--- config.mk ---
export PLATFORM = sky130hd
export DESIGN_NAME = vad_datapath
export DESIGN_NICKNAME = d
export VERILOG_FILES = /design/src/hw/rtl/vad_pkg.sv /design/src/hw/rtl/vad_datapath.sv
export SDC_FILE = /design/constraint.sdc
export NUM_CORES = 2
export LEC_CHECK = 0
export BUFFER_PORTS_ARGS = -buffer_cell sky130_fd_sc_hd__buf_2
export CORE_ASPECT_RATIO = 1.5
export CORE_MARGIN = 1.5
export CORE_UTILIZATION = 60
export CTS_BUF_LIST = sky130_fd_sc_hd__clkbuf_16
export DETAILED_ROUTE_END_ITERATION = 6
export PLACE_DENSITY_LB_ADDON = 0.12
export SLEW_MARGIN = 20
export SYNTH_ARGS = -nofsm -noshare
export SYNTH_HDL_FRONTEND = slang
export SYNTH_MEMORY_MAX_BITS = 65536
export SYNTH_SLANG_ARGS = --single-unit
--- constraint.sdc ---
create_clock -name clk -period 8.4 [get_ports clk]
set_input_delay 0.84 -clock clk [delete_from_list [all_inputs] [get_ports clk]]
set_output_delay 0.84 -clock clk [all_outputs]
set_load 0.01 [all_outputs]
--- src/hw/rtl/vad_pkg.sv ---
// vad_pkg: shared types, codes and constants of the order-2 ADPCM decoder.
// Used by vad_ctrl, vad_datapath and vadpcm_decoder. No dependencies.
`default_nettype none

package vad_pkg;

  localparam int MAX_PREDICTORS_DEF = 16;
  localparam int SAMPLES_PER_FRAME  = 16;
  localparam int HALF_SAMPLES       = SAMPLES_PER_FRAME / 2;
  localparam int COEFS_PER_PRED     = 16;
  localparam int FRAC_BITS          = 11;

  localparam logic [2:0] LAST_SAMPLE     = 3'(HALF_SAMPLES - 1);
  localparam logic [3:0] FRAME_LEN_BIG   = 4'd9;
  localparam logic [3:0] FRAME_LEN_SMALL = 4'd5;

  localparam logic signed [15:0] SAMPLE_MAX = 16'sh7FFF;
  localparam logic signed [15:0] SAMPLE_MIN = -16'sh8000;
  localparam logic signed [15:0] COEF_ONE   = 16'sd2048;

  typedef enum logic [1:0] {
    CMD_LOAD  = 2'd0,
    CMD_DATA  = 2'd1,
    CMD_START = 2'd2
  } cmd_t;

  typedef enum logic {
    CFG_SMALL_MODE = 1'b0,
    CFG_NUM_PRED   = 1'b1
  } cfg_reg_t;

  typedef enum logic [1:0] {
    ST_IDLE  = 2'd0,
    ST_ISSUE = 2'd1,
    ST_WAIT  = 2'd2
  } state_t;

  typedef enum logic [1:0] {
    OP_HBL = 2'd0,
    OP_HL  = 2'd1,
    OP_INS = 2'd2
  } opsel_t;

  // one multiply-accumulate term
  typedef struct packed {
    logic       valid;
    logic       first;
    logic       last;
    opsel_t     opsel;
    logic       use_const;
    logic [3:0] coef_off;
    logic [2:0] ins_idx;
  } term_cmd_t;

  typedef struct packed {
    logic      take_in;
    term_cmd_t term;
    logic      load_out;
    logic      last_of_half;
    logic      hist6;
  } dp_cmd_t;

  typedef struct packed {
    logic half_ready;
    logic res_valid;
    logic out_free;
  } dp_stat_t;

endpackage

`default_nettype wire

--- src/hw/rtl/vad_datapath.sv ---
// vad_datapath: config registers, codebook RAM, frame tracking, residuals,
// history and the pipelined multiply-accumulate with output register. Uses vad_pkg.
`default_nettype none

module vad_datapath
  import vad_pkg::*;
#(
  parameter int MAX_PREDICTORS = MAX_PREDICTORS_DEF
) (
  input  logic               clk,
  input  logic               rst_n,
  input  logic               cfg_valid,
  input  logic               cfg_index,
  input  logic [4:0]         cfg_data,
  input  logic [1:0]         in_cmd,
  input  logic [7:0]         in_coef_index,
  input  logic signed [15:0] in_coef_value,
  input  logic [7:0]         in_data_byte,
  output logic               out_valid,
  input  logic               out_stall,
  output logic signed [15:0] out_sample,
  output logic               out_last_of_half,
  input  dp_cmd_t            cmd,
  output dp_stat_t           stat
);

  localparam int STORE_DEPTH = MAX_PREDICTORS * COEFS_PER_PRED;
  localparam int AW          = $clog2(STORE_DEPTH);

  // configuration
  logic       small_mode_r;
  logic [4:0] num_pred_r;

  always_ff @(posedge clk) begin
    if (!rst_n) begin
      small_mode_r <= 1'b0;
      num_pred_r   <= 5'd1;
    end else if (cfg_valid) begin
      if (cfg_index == CFG_SMALL_MODE) small_mode_r <= cfg_data[0];
      if (cfg_index == CFG_NUM_PRED)   num_pred_r   <= cfg_data;
    end
  end

  // codebook
  logic signed [15:0] coef_mem [STORE_DEPTH];
  logic signed [15:0] coef_rd_r;
  logic [AW-1:0]      rd_addr;
  logic               take_load, take_data, take_start, idx_ok;

  assign take_load  = cmd.take_in && (in_cmd == CMD_LOAD);
  assign take_data  = cmd.take_in && (in_cmd == CMD_DATA);
  assign take_start = cmd.take_in && (in_cmd == CMD_START);
  assign idx_ok     = {1'b0, in_coef_index} < 9'(STORE_DEPTH);

  logic [3:0] pred_sel_r;
  assign rd_addr = AW'({pred_sel_r, cmd.term.coef_off});

  always_ff @(posedge clk) begin
    if (take_load && idx_ok) coef_mem[in_coef_index[AW-1:0]] <= in_coef_value;
    coef_rd_r <= coef_mem[rd_addr];
  end

  // frame tracking
  logic [3:0] shift_r, pos_r, pos_nxt, frame_len, p;
  logic       frame_bad_r, is_header, half_end;
  logic [1:0] jb;

  assign frame_len = small_mode_r ? FRAME_LEN_SMALL : FRAME_LEN_BIG;
  assign is_header = (pos_r == 4'd0) || (pos_r >= frame_len);
  assign p         = pos_r - 4'd1;
  assign jb        = small_mode_r ? {1'b0, p[0]} : p[1:0];
  assign half_end  = (jb == (small_mode_r ? 2'd1 : 2'd3));
  assign pos_nxt   = ((pos_r + 4'd1) >= frame_len) ? 4'd0 : pos_r + 4'd1;

  assign stat.half_ready = take_data && !is_header && half_end && !frame_bad_r;

  always_ff @(posedge clk) begin
    if (!rst_n) begin
      shift_r     <= '0;
      pred_sel_r  <= '0;
      frame_bad_r <= 1'b0;
      pos_r       <= '0;
    end else if (take_start) begin
      pos_r <= '0;
    end else if (take_data) begin
      if (is_header) begin
        shift_r     <= in_data_byte[7:4];
        pred_sel_r  <= in_data_byte[3:0];
        frame_bad_r <= ({1'b0, in_data_byte[3:0]} >= num_pred_r) ||
                       ({1'b0, in_data_byte[3:0]} >= 5'(MAX_PREDICTORS));
        pos_r       <= 4'd1;
      end else begin
        pos_r <= pos_nxt;
      end
    end
  end

  // residual store
  logic [3:0] res_r   [8];
  logic [3:0] res_nxt [8];

  always_comb begin
    for (int e = 0; e < 8; e++) begin
      res_nxt[e] = res_r[e];
      if (take_data && !is_header) begin
        if (small_mode_r) begin
          if ((e / 4) == int'(jb)) res_nxt[e] = {2'b00, 2'(in_data_byte >> (6 - 2 * (e % 4)))};
        end else begin
          if ((e / 2) == int'(jb)) res_nxt[e] = 4'(in_data_byte >> (4 - 4 * (e % 2)));
        end
      end
    end
  end

  always_ff @(posedge clk) begin
    for (int e = 0; e < 8; e++) res_r[e] <= res_nxt[e];
  end

  // history
  logic signed [15:0] hl_r, hbl_r, w6_r, res_sample_r;

  always_ff @(posedge clk) begin
    if (!rst_n) begin
      hl_r  <= '0;
      hbl_r <= '0;
    end else if (take_start) begin
      hl_r  <= '0;
      hbl_r <= '0;
    end else if (cmd.load_out && cmd.last_of_half) begin
      hbl_r <= w6_r;
      hl_r  <= res_sample_r;
    end
  end

  always_ff @(posedge clk) begin
    if (cmd.load_out && cmd.hist6) w6_r <= res_sample_r;
  end

  // operand select
  logic [3:0]         rsel;
  logic signed [18:0] ins_base, ins_val, opnd_nxt;

  assign rsel     = res_r[cmd.term.ins_idx];
  assign ins_base = small_mode_r ? 19'(signed'(rsel[1:0])) : 19'(signed'(rsel));
  assign ins_val  = ins_base <<< shift_r;

  always_comb begin
    case (cmd.term.opsel)
      OP_HBL:  opnd_nxt = 19'(hbl_r);
      OP_HL:   opnd_nxt = 19'(hl_r);
      OP_INS:  opnd_nxt = ins_val;
      default: opnd_nxt = '0;
    endcase
  end

  // MAC pipeline
  logic               s1_v_r, s1_first_r, s1_last_r, s1_const_r;
  logic               s2_v_r, s2_first_r, s2_last_r;
  logic signed [18:0] opnd_r;
  logic signed [15:0] mult_coef;
  logic signed [34:0] prod_full;
  logic signed [31:0] prod_r, acc_r, acc_sum;
  logic signed [15:0] sat_val;
  logic               res_valid_r;

  assign mult_coef = s1_const_r ? COEF_ONE : coef_rd_r;
  assign prod_full = mult_coef * opnd_r;
  assign acc_sum   = (s2_first_r ? 32'sd0 : acc_r) + prod_r;

  always_comb begin
    if ((&acc_sum[31:FRAC_BITS+15]) || !(|acc_sum[31:FRAC_BITS+15])) begin
      sat_val = acc_sum[FRAC_BITS+15:FRAC_BITS];
    end else begin
      sat_val = acc_sum[31] ? SAMPLE_MIN : SAMPLE_MAX;
    end
  end

  always_ff @(posedge clk) begin
    if (!rst_n) begin
      s1_v_r      <= 1'b0;
      s2_v_r      <= 1'b0;
      res_valid_r <= 1'b0;
    end else begin
      s1_v_r <= cmd.term.valid;
      s2_v_r <= s1_v_r;
      if (s2_v_r && s2_last_r) begin
        res_valid_r <= 1'b1;
      end else if (cmd.load_out) begin
        res_valid_r <= 1'b0;
      end
    end
  end

  always_ff @(posedge clk) begin
    s1_first_r <= cmd.term.first;
    s1_last_r  <= cmd.term.last;
    s1_const_r <= cmd.term.use_const;
    opnd_r     <= opnd_nxt;
    s2_first_r <= s1_first_r;
    s2_last_r  <= s1_last_r;
    prod_r     <= prod_full[31:0];
    if (s2_v_r) acc_r <= acc_sum;
    if (s2_v_r && s2_last_r) res_sample_r <= sat_val;
  end

  // output register
  logic out_valid_r, out_last_r;
  logic signed [15:0] out_sample_r;

  assign stat.res_valid = res_valid_r;
  assign stat.out_free  = !out_valid_r || !out_stall;

  always_ff @(posedge clk) begin
    if (!rst_n) begin
      out_valid_r <= 1'b0;
    end else if (cmd.load_out) begin
      out_valid_r <= 1'b1;
    end else if (!out_stall) begin
      out_valid_r <= 1'b0;
    end
  end

  always_ff @(posedge clk) begin
    if (cmd.load_out) begin
      out_sample_r <= res_sample_r;
      out_last_r   <= cmd.last_of_half;
    end
  end

  assign out_valid        = out_valid_r;
  assign out_sample       = out_sample_r;
  assign out_last_of_half = out_last_r;

  a_res_not_overwritten: assert property (@(posedge clk) disable iff (!rst_n)
    s2_v_r && s2_last_r |-> !res_valid_r)
    else $error("MAC result overwrote an unconsumed sample");

  a_load_has_result: assert property (@(posedge clk) disable iff (!rst_n)
    cmd.load_out |-> res_valid_r && stat.out_free)
    else $error("output load without a ready result or free slot");

  a_issue_excludes_intake: assert property (@(posedge clk) disable iff (!rst_n)
    cmd.term.valid |-> !cmd.take_in)
    else $error("beat accepted while MAC terms are issuing");

endmodule

`default_nettype wire

==> metrics.yaml <==
run_status:
  status: "finished clean"
hold_path:
  min-delay-start: "cmd[10]"
  hold_depth: 1
  hold_end: "s1_const_r"
  hp-class: "in2reg"
routing:
  wl_per_cell_um: 32.62
  drt-pass1-iter-count: 6
  via_per_inst: 6.439
  wirelength_mm: 419.0
  drtIter0Drc: 9237
  ant_nets: 0
  vias: 82720
  drcViolationCount: 0
cts:
  clk_pin_slew_ps: 70
  root_buffer: "clkbuf_16"
  cts_setup_buffers: 0
  cts_tree: "yes"
  clock_latency_ps: 920
  cts_resized: 0
  clock_sinks: 4336
  ctsHtreeMaxLevel: 5
  cts_buffers: 388
  cts.path.max_buffers: 4
  ctsHoldBuffers: 2
synth:
  async_reset_ff_frac: 0
  synth_area_mm2: 0.1769
  ys_types: 57
  syn_avg_cell_area_um2: 21.55
  synth_seq_cells: 4336
  yosys.area.top_type: "edfxtp_1"
  yosysSeqAreaShare: 0.7288
  synth_top_area_share: 0.7144
  synth_cells: 8208
  synth_ff_type: "edfxtp_1"
  synth_nets: 8678
  ys_top_cells_by_area: "edfxtp_1 71%, mux4_2 17%, fa_1 3.2%, dfxtp_1 1.4%, ha_1 0.90%"
  synth_edf_count: 4209
  ys_warn_count: 0
sta:
  drv_slew: 0
  period_share: 0.9297
  setup_viol: 0
  clock_skew_ps: 36.03
  fin_crit_ps: 7809
  max_slew_margin: 0.2209
  fin_setup_tns_ps: 0
  max_freq_mhz: 128.0
  tightest_slew_ps: 1169
  final-hold-violation-count: 0
  grt_setup_unrepaired: "no"
  hold_slack_ps: 76.47
power:
  powerDensity_mw_per_mm2: 236.3
  pwr-share-comb: 0.101
  p_int_mw: 35.74
  swShare: 0.2296
  seqPwrFrac: 0.519
  power_leakage_nw: 63.83
  ir_drop_mv: 0.2003
  switchingPower_mw: 10.65
  clock_power_share: 0.380
critical_path:
  start_kind: "flip-flop"
  r2r_start: "coef_rd_r[1]"
  critPathLaunch: "coef_rd_r[1]"
  r2r_cells: 23
  critical_path_class: "reg2reg"
  r2r_slack_ps: 590
  worstPathArrival_ps: 8640
  worst-endpoint-required_ps: 9230
  crit_path_end_kind: "flip-flop"
  critPathMaxFanout: 11
  r2r_end: "prod_r[25]"
grt:
  grt_max_degree: 177
  gr-usage-all-layers: 0.2862
  antenna_found_initial: 26
  grt_pass1_vias: 86300
  grt-ovfl-total: 0
  grt_pass1_wl_mm: 608.8
placed_design:
  hpwl_mm: 257.8
  port_buffers: 81
  dp.cells: 12130
  gp_congestion: 0.8560
cells_and_area:
  finalNetCount: 9053
  fin_cells: 12850
  utilization: 0.6677
  n_fill_cell: 18690
  drive_gt1_frac: 0.2694
  area_growth_pct: 10.96
floorplan:
  ios: 82
  die-area_mm2: 0.2982
  coreArea_mm2: 0.2940
  die_y_um: 668.1
  num_rows: 244
  die_w_um: 446.4
  start_util: 0.6018
flow_run:
  maxCapViolCount: 0
## layout by cell type, fill, tap and decap left out, drive strengths merged, types with 38 or more instances in the layout
cell and count:
a21o 38, and2 150, mux4 1368, a21oi 94, inv 443, bufinv 45, nand2 285, ha 127
buf 388, nor2b 74, o21ai 54, edfxtp 4209, xnor2 49, fa 282, dfxtp 127, clkinv 167
clkbuf 413, nor2 338
## critical path: stages (launching register included)
cell,delay [ps]
dfxtp_1,300
nor2b_1,840
buf_4,320
nand2_1,100
fa_1,530
fa_1,460
fa_1,550
inv_1,60
fa_1,450
fa_1,510
inv_1,50
fa_1,470
inv_1,40
ha_1,330
o21a_1,220
o211ai_1,160
nand2_1,90
and3_1,180
a221oi_1,780
o21ai_0,300
o41ai_1,560
o21bai_1,130
a21oi_1,200
xnor2_1,130
## cell type report
type,count,area [um^2],area share
diodes,11,27.53,0.0001402
multi-input cells,3094,45180,0.2301
well taps,3936,4925,0.02509
flip-flops and latches,4336,128900,0.6569
clock inverters,310,2591,0.01320
inverters,357,1340,0.006827
repair buffers,406,3362,0.01713
clock buffers,397,9935,0.05061
## layer usage
layer  vias up  wire (um)  GRT usage
li1      34060          -          -
met1     44620     155200     0.3788
met2      3308     214600     0.4821
met3       710      31050    0.04695
met4        22      17980     0.1103
met5         -        184          0
## cell usage after synthesis (all sizes together) (8+ instances only)
library cell / number
inv: 357
a21o: 38
nand2: 285
dfxtp: 127
a211oi: 12
nor2b: 74
nor2: 338
o22ai: 9
o21ai: 54
and2: 150
clkbuf: 275
nand3: 34
xnor2: 49
o31ai: 8
a21oi: 94
xor2: 14
nand2b: 14
mux4: 1368
buf: 146
nor3: 14
ha: 127
fa: 282
or2: 12
edfxtp: 4209
mux2i: 24
o21a: 17
## state kept, by name, summed over array words and instances (netlist names), 4 cells and up
name / count
coef_rd_r: 16
num_pred_r: 5
res_sample_r: 16
shift_r: 4
hl_r: 16
opnd_r: 19
out_sample: 16
coef_mem: 4096
pred_sel_r: 4
hbl_r: 16
prod_r: 32
res_r: 32
w6_r: 16
pos_r: 4
acc_r: 32
## cells by family after synthesis
| family | count (synthesis) | synth area share |
|---|---|---|
| multiplexers | 1399 | 0.1760 |
| XOR/XNOR | 63 | 0.003119 |
| flip-flops | 4336 | 0.7288 |
| AND/OR/NAND/NOR | 948 | 0.02441 |
| adder cells (fa/ha/maj) | 409 | 0.04089 |
| AO/OA/AOI/OAI | 275 | 0.009774 |
| buffers and inverters | 778 | 0.01707 |
## power groups by stage
stage / clock (mW) / combinational [mW] / sequential [mW]
floorplan: 0 / 3.05 / 24.5
global placement: 0 / 4.58 / 24.5
detailed placement: 0 / 4.68 / 24.5
CTS: 17.9 / 4.70 / 24.1
global route: 18.6 / 5.10 / 24.1
finish: 17.6 / 4.69 / 24.1
## how the worst max path moves through the flow
stage,to,slack (ps),depth (start not counted)
3_3_place_gp,prod_r[25],780,23
5_1_grt,prod_r[25],270,23
4_1_cts,prod_r[25],750,23
6_report,prod_r[25],590,23
3_5_place_dp,prod_r[25],760,23
2_1_floorplan,prod_r[25],1770,24
## through the flow
step | power (mW) | cell area [um^2] | worst slack, ps
finish | 46.39 | 196300 | 590.5
global route | 47.80 | 196300 | 272.5
CTS | 46.64 | 196200 | 748.5
detailed placement | 29.20 | 183600 | 759.3
global placement | 29.10 | 183600 | 783.9
floorplan | 27.51 | 176900 | 1766
No activity file was read; power rests on OpenSTA's default activity.
