<file path="src/hw/rtl/vad_pkg.sv">
// vad_pkg: shared types, codes and constants of the order-2 ADPCM decoder.
// Used by vad_ctrl, vad_datapath and vadpcm_decoder. No dependencies.
`default_nettype none

package vad_pkg;

  localparam int MAX_PREDICTORS_DEF = 16;
  localparam int SAMPLES_PER_FRAME  = 16;
  localparam int HALF_SAMPLES       = SAMPLES_PER_FRAME / 2;
  localparam int COEFS_PER_PRED     = 16;
  localparam int FRAC_BITS          = 11;

  localparam logic [2:0] LAST_SAMPLE     = 3'(HALF_SAMPLES - 1);
  localparam logic [3:0] FRAME_LEN_BIG   = 4'd9;
  localparam logic [3:0] FRAME_LEN_SMALL = 4'd5;

  localparam logic signed [15:0] SAMPLE_MAX = 16'sh7FFF;
  localparam logic signed [15:0] SAMPLE_MIN = -16'sh8000;
  localparam logic signed [15:0] COEF_ONE   = 16'sd2048;

  typedef enum logic [1:0] {
    CMD_LOAD  = 2'd0,
    CMD_DATA  = 2'd1,
    CMD_START = 2'd2
  } cmd_t;

  typedef enum logic {
    CFG_SMALL_MODE = 1'b0,
    CFG_NUM_PRED   = 1'b1
  } cfg_reg_t;

  typedef enum logic [1:0] {
    ST_IDLE  = 2'd0,
    ST_ISSUE = 2'd1,
    ST_WAIT  = 2'd2
  } state_t;

  typedef enum logic [1:0] {
    OP_HBL = 2'd0,
    OP_HL  = 2'd1,
    OP_INS = 2'd2
  } opsel_t;

  // one multiply-accumulate term
  typedef struct packed {
    logic       valid;
    logic       first;
    logic       last;
    opsel_t     opsel;
    logic       use_const;
    logic [3:0] coef_off;
    logic [2:0] ins_idx;
  } term_cmd_t;

  typedef struct packed {
    logic      take_in;
    term_cmd_t term;
    logic      load_out;
    logic      last_of_half;
    logic      hist6;
  } dp_cmd_t;

  typedef struct packed {
    logic half_ready;
    logic res_valid;
    logic out_free;
  } dp_stat_t;

endpackage

`default_nettype wire

</file>
<file path="src/hw/rtl/vad_ctrl.sv">
// vad_ctrl: sequencer of the decoder; accepts beats and steps the shared MAC
// through the terms of each sample. Depends on vad_pkg.
`default_nettype none

module vad_ctrl
  import vad_pkg::*;
(
  input  logic     clk,
  input  logic     rst_n,
  input  logic     in_valid,
  output logic     in_stall,
  input  dp_stat_t stat,
  output dp_cmd_t  cmd
);

  state_t     state_r, state_nxt;
  logic [2:0] j_r, j_nxt;
  logic [3:0] t_r, t_nxt;
  logic [3:0] last_t;
  logic [3:0] back_off;

  always_ff @(posedge clk) begin
    if (!rst_n) begin
      state_r <= ST_IDLE;
      j_r     <= '0;
      t_r     <= '0;
    end else begin
      state_r <= state_nxt;
      j_r     <= j_nxt;
      t_r     <= t_nxt;
    end
  end

  assign last_t   = {1'b0, j_r} + 4'd2;
  assign back_off = {1'b0, j_r} + 4'd2 - t_r;

  always_comb begin
    state_nxt = state_r;
    j_nxt     = j_r;
    t_nxt     = t_r;
    in_stall  = 1'b1;
    cmd       = '0;
    cmd.term.opsel = OP_HBL;
    case (state_r)
      ST_IDLE: begin
        in_stall    = 1'b0;
        cmd.take_in = in_valid;
        if (stat.half_ready) begin
          state_nxt = ST_ISSUE;
          j_nxt     = '0;
          t_nxt     = '0;
        end
      end
      ST_ISSUE: begin
        cmd.term.valid = 1'b1;
        cmd.term.first = (t_r == 4'd0);
        cmd.term.last  = (t_r == last_t);
        case (t_r)
          4'd0: begin
            cmd.term.opsel    = OP_HBL;
            cmd.term.coef_off = {1'b0, j_r};
          end
          4'd1: begin
            cmd.term.opsel    = OP_HL;
            cmd.term.coef_off = {1'b1, j_r};
          end
          4'd2: begin
            cmd.term.opsel     = OP_INS;
            cmd.term.use_const = 1'b1;
            cmd.term.ins_idx   = j_r;
          end
          default: begin
            cmd.term.opsel    = OP_INS;
            cmd.term.ins_idx  = 3'(t_r - 4'd3);
            cmd.term.coef_off = {1'b1, back_off[2:0]};
          end
        endcase
        if (t_r == last_t) begin
          state_nxt = ST_WAIT;
        end else begin
          t_nxt = t_r + 4'd1;
        end
      end
      ST_WAIT: begin
        if (stat.res_valid && stat.out_free) begin
          cmd.load_out     = 1'b1;
          cmd.last_of_half = (j_r == LAST_SAMPLE);
          cmd.hist6        = (j_r == LAST_SAMPLE - 3'd1);
          t_nxt            = '0;
          if (j_r == LAST_SAMPLE) begin
            state_nxt = ST_IDLE;
          end else begin
            j_nxt     = j_r + 3'd1;
            state_nxt = ST_ISSUE;
          end
        end
      end
      default: begin
        state_nxt = ST_IDLE;
      end
    endcase
  end

endmodule

`default_nettype wire

</file>
<file path="config.mk">
export PLATFORM = sky130hd
export DESIGN_NAME = vad_ctrl
export DESIGN_NICKNAME = d
export VERILOG_FILES = /design/src/hw/rtl/vad_pkg.sv /design/src/hw/rtl/vad_ctrl.sv
export SDC_FILE = /design/constraint.sdc
export NUM_CORES = 1
export LEC_CHECK = 0
export ABC_CLOCK_PERIOD_IN_PS = 2900
export BUFFER_PORTS_ARGS = -buffer_cell sky130_fd_sc_hd__buf_2
export CORE_ASPECT_RATIO = 0.8
export CORE_MARGIN = 4
export CORE_UTILIZATION = 34
export DETAILED_ROUTE_END_ITERATION = 10
export HOLD_SLACK_MARGIN = 0.1
export SYNTH_ARGS = -nofsm -noshare
export SYNTH_HDL_FRONTEND = slang
export SYNTH_SLANG_ARGS = --single-unit
</file>
<file path="constraint.sdc">
create_clock -name clk -period 2.9 [get_ports clk]
set_input_delay 0.725 -clock clk [delete_from_list [all_inputs] [get_ports clk]]
set_output_delay 0.725 -clock clk [all_outputs]
set_load 0.05 [all_outputs]
</file>
==> summary.md, run 1 <==
| Metric | Value |
|---|---|
| Placed Cells incl. Taps | `148` |
| Layout cells sized above 1 | `31.50%` |
| Die Width | `62.51 µm` |
| DRT Pass-1 Iters | `4` |
| Register bit total from synthesis | `9` |
| # Post-CTS Setup Buffers | `0` |
| Number of antenna diodes | `0` |
| Fmax | `0.3705 GHz` |
| Leading register cell type out of synthesis | `dfxtp_1` |
| Register area | `182.7 µm²` |
| DRC Markers | `0` |
| GR Overflow Total | `0` |
| CP peak stage delay | `0.39 ns` |
| Maximum capacitance violations | `0` |
| Starting Density | `36.50%` |
| Vias in the first global route | `750` |
| Post-route ant nets | `0` |
| Worst skew pair latency | `0.26 ns` |
| Area Overhead vs Synth | `23.53%` |
| First-pass GRT wire length | `3477 µm` |
| Fin Setup TNS | `0 ns` |
| Slew Viols, Final | `0` |
| Critical path cell sequence | `inv_1, ha_1, fa_1, xor2_1, a22oi_1, nor2_1, buf_2` |
| Initial DRC Count | `26` |
| CP endpoint kind | `output port` |
| Core Rows | `15` |
| Status | `finished, final reports clean` |
| Non-Filler Instances | `152` |
| Routed WL | `2055 µm` |
| Synthesized area per cell | `8.083 µm²` |
| Largest net degree at the start of global routing | `12` |
| Initial antenna violation count | `0` |
| Slowest CP cell | `dfxtp_1` |
| Sink Count | `9` |
| Post-Syn Nets | `117` |
| Finished Cell Area | `998.5 µm²` |
| Crit path max fanout | `4` |
| TritonCTS Buffers | `3` |
| Startpoint type of the worst setup path | `flop` |
| Clock skew | `0.007889 ns` |
| Die area | `3226 µm²` |
| CP top delay family | `adder cells` |
| H-tree level count | `1` |
| Hpwl dp | `1673 µm` |
| # fillers | `224` |
| Rel. slew slack | `65.35%` |
| Core area | `2215 µm²` |
| Critical Path AT | `1.97 ns` |
| HP Class | `reg -> reg` |
| Period utilisation layout | `93.08%` |
| Leakage power | `0.0005010 µW` |
| CTS clk-pin slew, worst paths | `0.07 ns` |
| Clk buf depth | `2` |
| RSZ-0062 raised after global routing | `no` |
| Sequential-to-total area share from yosys stat | `22.29%` |
| Buffers on Ports | `23` |
| Most frequent cells in the layout | `buf_2, ha_1, nor2_1` |
| DR WL/cell | `13.52 µm` |
| Total power | `347.4 µW` |
| Synth Cell Area | `808.3 µm²` |
| Post-synth EDFFs | `0` |
| Clock root buffer | `clkbuf_4` |
| Most common cell after layout, fill and taps aside | `buf_2` |
| Final Hold Viols | `0` |
| Min Tclk post-route | `2.699 ns` |
| Power per cell area | `347.9 nW/µm²` |
| Vias | `795` |
| GRT Util Overall | `13.63%` |
| Cell Area, Placed | `969.7 µm²` |
| CP Class | `reg -> out` |
| Required time worst endpoint | `2.17 ns` |
| Worst hold margin | `0.5382 ns` |
| Multi-input gate area | `581.8 µm²` |
| Measured slew at the worst slew-check pin | `0.5197 ns` |
| Synthesized netlist cell count | `100` |
| VDD IR max | `0.1433 mV` |
| Nets | `145` |
| Async S/R FF share, synth | `0%` |
| Syn. warnings | `0` |
| Vias per std cell | `5.230` |
| Worst path bufs/invs | `2` |
| Synth cell types | `37` |
| Routability cong. | `0.7710` |
| Die height | `51.61 µm` |
| Io pins | `24` |
| Final setup violation count | `0` |
| CTS tree | `built` |
cells in the mapped netlist (3+ instances only):
cell type / n / area share, %
nor2_1: 9 / 4.2
o31ai_1: 4 / 3.7
xor2_1: 3 / 3.3
a22oi_1: 3 / 2.8
nand2_1: 8 / 3.7
dfxtp_1: 9 / 22
o21ai_0: 3 / 1.9
and3_1: 4 / 3.1
nand3_1: 4 / 2.5
inv_1: 8 / 3.7
ha_1: 10 / 15
nand4_1: 4 / 3.1
logic make-up (layout without fill, tap and decap cells):
logic type | Yosys count | after routing | share of synthesized area [%]
flip-flops | 9 | 9 | 22.29
buffers and inverters | 13 | 40 | 7.119
XOR/XNOR | 5 | 5 | 7.276
AND/OR/NAND/NOR | 41 | 41 | 26.47
adder cells (fa/ha/maj) | 11 | 11 | 17.96
AO/OA/AOI/OAI | 21 | 21 | 18.89
sequential cells by signal (all words and copies together) (netlist names):
signal	cells
t_r	4
j_r	3
state_r	2
worst min-delay path: stages, from the launching register on:
cell     delay (ns)
dfxtp_2        0.36
nand4_1        0.07
o21ai_0        0.07
metal layers:
metal / vias up / share of wire [%] / GRT usage, %
met1: 360 / 51 / 18.09
met5: - / 0 / 0
li1: 409 / - / -
met4: 0 / 0.34 / 5.495
met3: 2 / 6.8 / 3.456
met2: 24 / 42 / 21.24
per-stage QoR:
step	utilization, %	setup WS [ns]
floorplan	-	0.04687
global placement	43.79	0.4540
detailed placement	43.79	0.4663
CTS	44.97	0.1775
global route	45.08	0.06661
finish	45.08	0.2006
path summary, 6_finish.rpt:
path / from / end / slack, ns / cells after the start
worst max-delay path: j_r[0] / cmd[8] / 0.20 / 7
worst min-delay path: t_r[1] / t_r[1] / 0.54 / 2
worst max register to register: j_r[1] / j_r[0] / 1.03 / 7
worst min register to register: t_r[1] / t_r[1] / 0.54 / 2
power by group:
part           internal [µW]  total, µW  switching, µW
clock                   53.1        101           47.5
combinational           31.1        112           80.4
sequential               128        135           7.64
total                    212        347            136
area by class of cell:
type,count,share of cell area [%]
timing repair buffer,26,13.78
clock buffer,4,2.632
tap,25,3.133
inverter,10,3.885
sequential,9,18.30
multi-input combinational,78,58.27
what timing repair did:
action / in CTS / in global routing
resized for setup: 0 / 2
endpoints found under the hold margin: 0 / 0
endpoints found under the setup margin: 0 / 3
hold buffers: 0 / 0
(Power assumes the default switching activity.)
==> inputs of run 2 (changes only) <==
ABC_AREA = 1   (was not set)
ABC_CLOCK_PERIOD_IN_PS = not set   (was 2900)
==> run 2 against run 1 <==
Effect of this change:
- maximum frequency down 0.34%
- synthesized area increased by 13%
- via count rose by 11%
- first-iteration DRC count up 120%
- register-to-register slack improved by 0.20 ns
- clock-buffer cell count unchanged
- worst hold slack worse by 0.0093 ns
- wire length shrank 2.3%
- setup slack worse by 0.0091 ns
==> summary.md, run 2 <==
| Metric | Value |
|---|---|
| HP Class | `reg -> reg` |
| Vias in the first global route | `747` |
| CTS tree | `built` |
| Measured slew at the worst slew-check pin | `0.3563 ns` |
| Hold Path End | `t_r[1]` |
| Register bit total from synthesis | `9` |
| Top flop regs | `t_r (4), j_r (3), state_r (2)` |
| Routed WL | `2008 µm` |
| Maximum capacitance violations | `0` |
| Yosys top cell by area | `dfxtp_1` |
| Buffers on Ports | `23` |
| Area Overhead vs Synth | `18.36%` |
| TritonCTS Buffers | `3` |
| Synth cell types | `25` |
| Status | `finished, final reports clean` |
| Most flop-heavy register | `t_r` |
| Die height | `54.36 µm` |
| Register area | `182.7 µm²` |
| Die area | `3585 µm²` |
| Leading register cell type out of synthesis | `dfxtp_1` |
| Slew Viols, Final | `0` |
| Critical Path AT | `1.98 ns` |
| Sink Count | `9` |
| H-tree level count | `1` |
| Synth top cells by count | `nand2_1, inv_1, nor2_1, nand3_1, ha_1` |
| DRT Pass-1 Iters | `4` |
| Worst skew pair latency | `0.26 ns` |
| CP Class | `reg -> out` |
| Most common cell after layout, fill and taps aside | `buf_2` |
| Min Tclk post-route | `2.708 ns` |
| Starting Density | `36.50%` |
| DRC Markers | `0` |
| Clock root buffer | `clkbuf_4` |
| Leakage power | `0.0005451 µW` |
| Number of antenna diodes | `0` |
| Most frequent cells in the layout | `buf_2, nand2_1, inv_1` |
| Reg-to-Reg End | `t_r[0]` |
| Initial DRC Count | `57` |
| Period utilisation layout | `93.40%` |
| Post-Syn Nets | `148` |
| Syn. warnings | `0` |
| Worst hold margin | `0.5288 ns` |
| Routability cong. | `0.7395` |
| Post-synth EDFFs | `0` |
| Core area | `2502 µm²` |
| Clk buf depth | `2` |
| Die Width | `65.95 µm` |
| Nets | `173` |
| CTS clk-pin slew, worst paths | `0.06 ns` |
| Largest net degree at the start of global routing | `15` |
| Synth Cell Area | `913.4 µm²` |
| Count leader, synth | `nand2_1` |
| Synthesized area per cell | `6.972 µm²` |
| Power per cell area | `567.3 nW/µm²` |
| Hold_sp | `t_r[1]` |
| # Post-CTS Setup Buffers | `0` |
| Hpwl dp | `1692 µm` |
| # fillers | `268` |
| Synthesized netlist cell count | `131` |
| Required time worst endpoint | `2.17 ns` |
| GRT Util Overall | `12.35%` |
| Clock skew | `0.006581 ns` |
| Yosys top cell area share | `19.73%` |
| First-pass GRT wire length | `3387 µm` |
| Initial antenna violation count | `0` |
| Final setup violation count | `0` |
| FF-to-FF Start | `j_r[1]` |
| Flop-to-flop setup slack | `1.23 ns` |
| Final Hold Viols | `0` |
| Rel. slew slack | `76.19%` |
| VDD IR max | `0.2137 mV` |
| DR WL/cell | `10.51 µm` |
| Vias per std cell | `4.607` |
| Core Rows | `16` |
| Fmax | `0.3692 GHz` |
| Io pins | `24` |
| Crit path max fanout | `9` |
| Worst Reg-to-Reg Cells | `7` |
| Async S/R FF share, synth | `0%` |
| Sequential-to-total area share from yosys stat | `19.73%` |
| Fin Setup TNS | `0 ns` |
| Hold depth | `2` |
| Layout cells sized above 1 | `31.61%` |
| GR Overflow Total | `0` |
| CP endpoint kind | `output port` |
| Post-route ant nets | `0` |
| Max reg flops | `4` |
| RSZ-0062 raised after global routing | `no` |
| Startpoint type of the worst setup path | `flop` |
| Top post-synthesis cells by area | `dfxtp_1, ha_1, nand2_1` |
| Multi-input gate area | `613.1 µm²` |
| Vias | `880` |
==> run 2: cell count changes after synthesis, sizes merged, moves of 3 or more <==
cell   previous run  this run
and3              4         0
xor2              5         1
a21oi             2        10
o21ai             3         9
nand2             9        26
nor2              9        21
nand3             4        11
inv               9        25
o31ai             5         0
a22oi             3         0
==> run 2: worst max-delay path by stage <==
| stage | cells past startpoint | end | start |
|---|---|---|---|
| 2_1_floorplan | 4 | cmd[0] | stat[1] |
| 3_3_place_gp | 8 | cmd[6] | t_r[0] |
| 3_5_place_dp | 8 | cmd[6] | t_r[0] |
| 4_1_cts | 8 | cmd[6] | t_r[0] |
| 5_1_grt | 8 | cmd[7] | t_r[0] |
| 6_report | 8 | cmd[7] | t_r[0] |
==> run 2: power breakdown <==
| group | internal, µW | switching, µW | total [µW] | leakage, µW |
|---|---|---|---|---|
| Sequential | 138 | 25.2 | 164 | 0.0000744 |
| Combinational | 95.3 | 255 | 350 | 0.000456 |
| Clock | 53.1 | 46.4 | 99.5 | 0.0000150 |
==> run 2: area by class of cell <==
class / instances / area share (%)
Multi-Input combinational cell: 94 / 56.71
Tap cell: 36 / 4.167
Clock buffer: 4 / 2.431
Sequential cell: 9 / 16.90
Timing Repair Buffer: 23 / 10.88
Inverter: 25 / 8.912
==> run 2: kinds of logic after synthesis <==
| logic type | after synthesis | share of synthesized area (%) |
|---|---|---|
| compound gates | 21 | 13.29 |
| xor+xnor | 2 | 1.918 |
| simple gates | 60 | 35.75 |
| fa+ha+maj | 11 | 15.89 |
| buf+inv | 28 | 13.42 |
| flops | 9 | 19.73 |
==> run 2: worst max-delay path: stages (launching register included) <==
cell	delay (ns)
dfxtp_2	0.43
inv_1	0.09
ha_1	0.22
o21ai_2	0.22
nand2_1	0.11
inv_1	0.16
o21ai_1	0.08
a21oi_1	0.14
buf_2	0.28
==> run 2: through the flow <==
step	utilization, %	cell area (µm²)	cells	power (µW)	worst slack [ns]
final	43.20	1081	191	613.3	0.1915
after global routing	43.20	1081	191	658.8	0.01048
after CTS	43.00	1076	191	618.9	0.01226
after detailed placement	41.95	1050	187	517.1	0.3105
after global placement	41.95	1050	187	512.4	0.4202
after floorplan	-	915.9	131	451.9	0.09715
==> run 2: repair_timing <==
| item | in CTS | in global routing |
|---|---|---|
| setup endpoints to repair | 0 | 5 |
| hold buffers | 0 | 0 |
| hold endpoints to repair | 0 | 0 |
| gates resized for setup | 0 | 4 |
==> run 2: per-layer routing <==
| metal | routed length (µm) | global-route usage [%] | up-vias |
|---|---|---|---|
| li1 | - | - | 465 |
| met1 | 1000 | 18.07 | 378 |
| met3 | 174 | 3.491 | 4 |
| met2 | 814 | 17.64 | 33 |
| met5 | 0 | 0 | - |
| met4 | 19 | 3.041 | 0 |
==> inputs of run 3 (changes only) <==
CTS_BUF_LIST = sky130_fd_sc_hd__clkbuf_8   (was not set)
==> run 3 against run 2 <==
Effect of this change:
- non-clock buffer count stayed put
- register-to-register slack about the same
- global-route usage grew 0.088 points
- flip-flop and latch count is the same
- maximum frequency rose by 0.42%
- utilization is 0.75 points higher
- clock skew about the same
- power grew 7.7%
- via count up 0.11%
- sequential share of layout area decreased by 0.29 points
- clock power increased by 48%
- setup slack improved by 0.011 ns
- largest power group unchanged
- highest routed layer unchanged
==> summary.md, run 3 (synthesis results as in run 2) <==
| Metric | Value |
|---|---|
| GRT Util Overall | `12.44%` |
| Nets | `173` |
| Largest net degree at the start of global routing | `15` |
| First-pass GRT wire length | `3415 µm` |
| Die Width | `65.95 µm` |
| HP Class | `reg -> reg` |
| # Post-CTS Setup Buffers | `0` |
| CTS clk-pin slew, worst paths | `0.05 ns` |
| Met3 usage in global routing | `3.491%` |
| Vias in the first global route | `744` |
| Layout cells sized above 1 | `31.61%` |
| Most flop-heavy register | `t_r` |
| Slew Viols, Final | `0` |
| Finished Cell Area | `1100 µm²` |
| Initial antenna violation count | `0` |
| TritonCTS Buffers | `3` |
| RSZ-0062 raised after global routing | `no` |
| Fmax | `0.3708 GHz` |
| Max reg flops | `4` |
| Measured slew at the worst slew-check pin | `0.3613 ns` |
| Met1 usage | `18.32%` |
| Clock root buffer | `clkbuf_8` |
| Io pins | `24` |
| Min Tclk post-route | `2.697 ns` |
| Vias per std cell | `4.613` |
| Power per cell area | `600.3 nW/µm²` |
| Most frequent cells in the layout | `buf_2, inv_1, nand2_1` |
| Period utilisation layout | `93.00%` |
| Hpwl dp | `1692 µm` |
| Core Rows | `16` |
| Post-route ant nets | `0` |
| Top Usage Layer GRT | `met1` |
| Critical Path AT | `1.97 ns` |
| Final setup violation count | `0` |
| Final Hold Viols | `0` |
| Leakage power | `0.0005565 µW` |
| Area Overhead vs Synth | `20.41%` |
| Crit path max fanout | `9` |
| VDD IR max | `0.2850 mV` |
| Cell Area, Placed | `1050 µm²` |
| H-tree level count | `1` |
| Clk buf depth | `2` |
| Clock skew | `0.006208 ns` |
| Routing usage on met2 | `17.64%` |
| CTS tree | `built` |
| Fin Setup TNS | `0 ns` |
| Routed WL | `2016 µm` |
| Number of antenna diodes | `0` |
| Worst skew pair latency | `0.24 ns` |
| Maximum capacitance violations | `0` |
| Rel. slew slack | `75.86%` |
| CP Class | `reg -> out` |
| DRC Markers | `0` |
| Starting Density | `36.50%` |
| Status | `finished, final reports clean` |
| Die area | `3585 µm²` |
| Initial DRC Count | `49` |
| Startpoint type of the worst setup path | `flop` |
| Vias | `881` |
| Most common cell after layout, fill and taps aside | `buf_2` |
| Core area | `2502 µm²` |
| Required time worst endpoint | `2.17 ns` |
| GR Overflow Total | `0` |
| DR WL/cell | `10.55 µm` |
| Buffers on Ports | `23` |
| Routability cong. | `0.7395` |
| Top flop regs | `t_r (4), j_r (3), state_r (2)` |
| Die height | `54.36 µm` |
| Hold_buf cts | `0` |
| Sink Count | `9` |
| CP endpoint kind | `output port` |
| Post-CTS Resized | `0` |
| DRT Pass-1 Iters | `4` |
## run 3: power by group
part	switching (µW)	internal [µW]	leakage [µW]
Combinational	255	95.0	0.000455
Clock	54.1	92.6	0.0000269
Sequential	24.8	139	0.0000744
Total	334	327	0.000556
## run 3: area by class of cell
class,instances,area [µm²]
clock inverters,1,3.754
repair buffers,23,117.6
flip-flops and latches,9,182.7
multi-input cells,94,613.1
clock buffers,3,41.29
inverters,25,96.34
well taps,36,45.04
fillers,270,1403
## run 3: worst max-delay path, cell delays in order, from the launching register on
cell,delay [ns]
dfxtp_2,0.41
inv_1,0.08
ha_1,0.22
o21ai_2,0.22
nand2_1,0.11
inv_1,0.16
nand2_1,0.09
o32ai_1,0.14
clkbuf_4,0.29
## run 3: layer usage
metal,share of wire (%),routed length (µm)
met5,0,0
met4,0.89,18
met3,8.1,164
met2,41,821
met1,50,1011
## run 3: per-stage QoR
step	hold slack (ns)	setup WS, ns	total power [µW]	util, %	cells
after floorplan	0.4950	0.09715	451.9	-	131
after global placement	0.5388	0.4202	512.4	41.95	187
after detailed placement	0.5356	0.3105	517.1	41.95	187
after CTS	0.5411	0.05435	664.6	43.75	191
after global routing	0.5693	0.03643	708.6	43.95	191
final	0.5281	0.2029	660.2	43.95	191
## run 3: final timing paths
| check | slack (ns) | from | to | cells after the start |
|---|---|---|---|---|
| worst max register to register | 1.24 | j_r[1] | t_r[2] | 8 |
| worst min-delay path | 0.53 | t_r[1] | t_r[1] | 2 |
| worst min register to register | 0.53 | t_r[1] | t_r[1] | 2 |
| worst max-delay path | 0.20 | t_r[0] | cmd[6] | 8 |
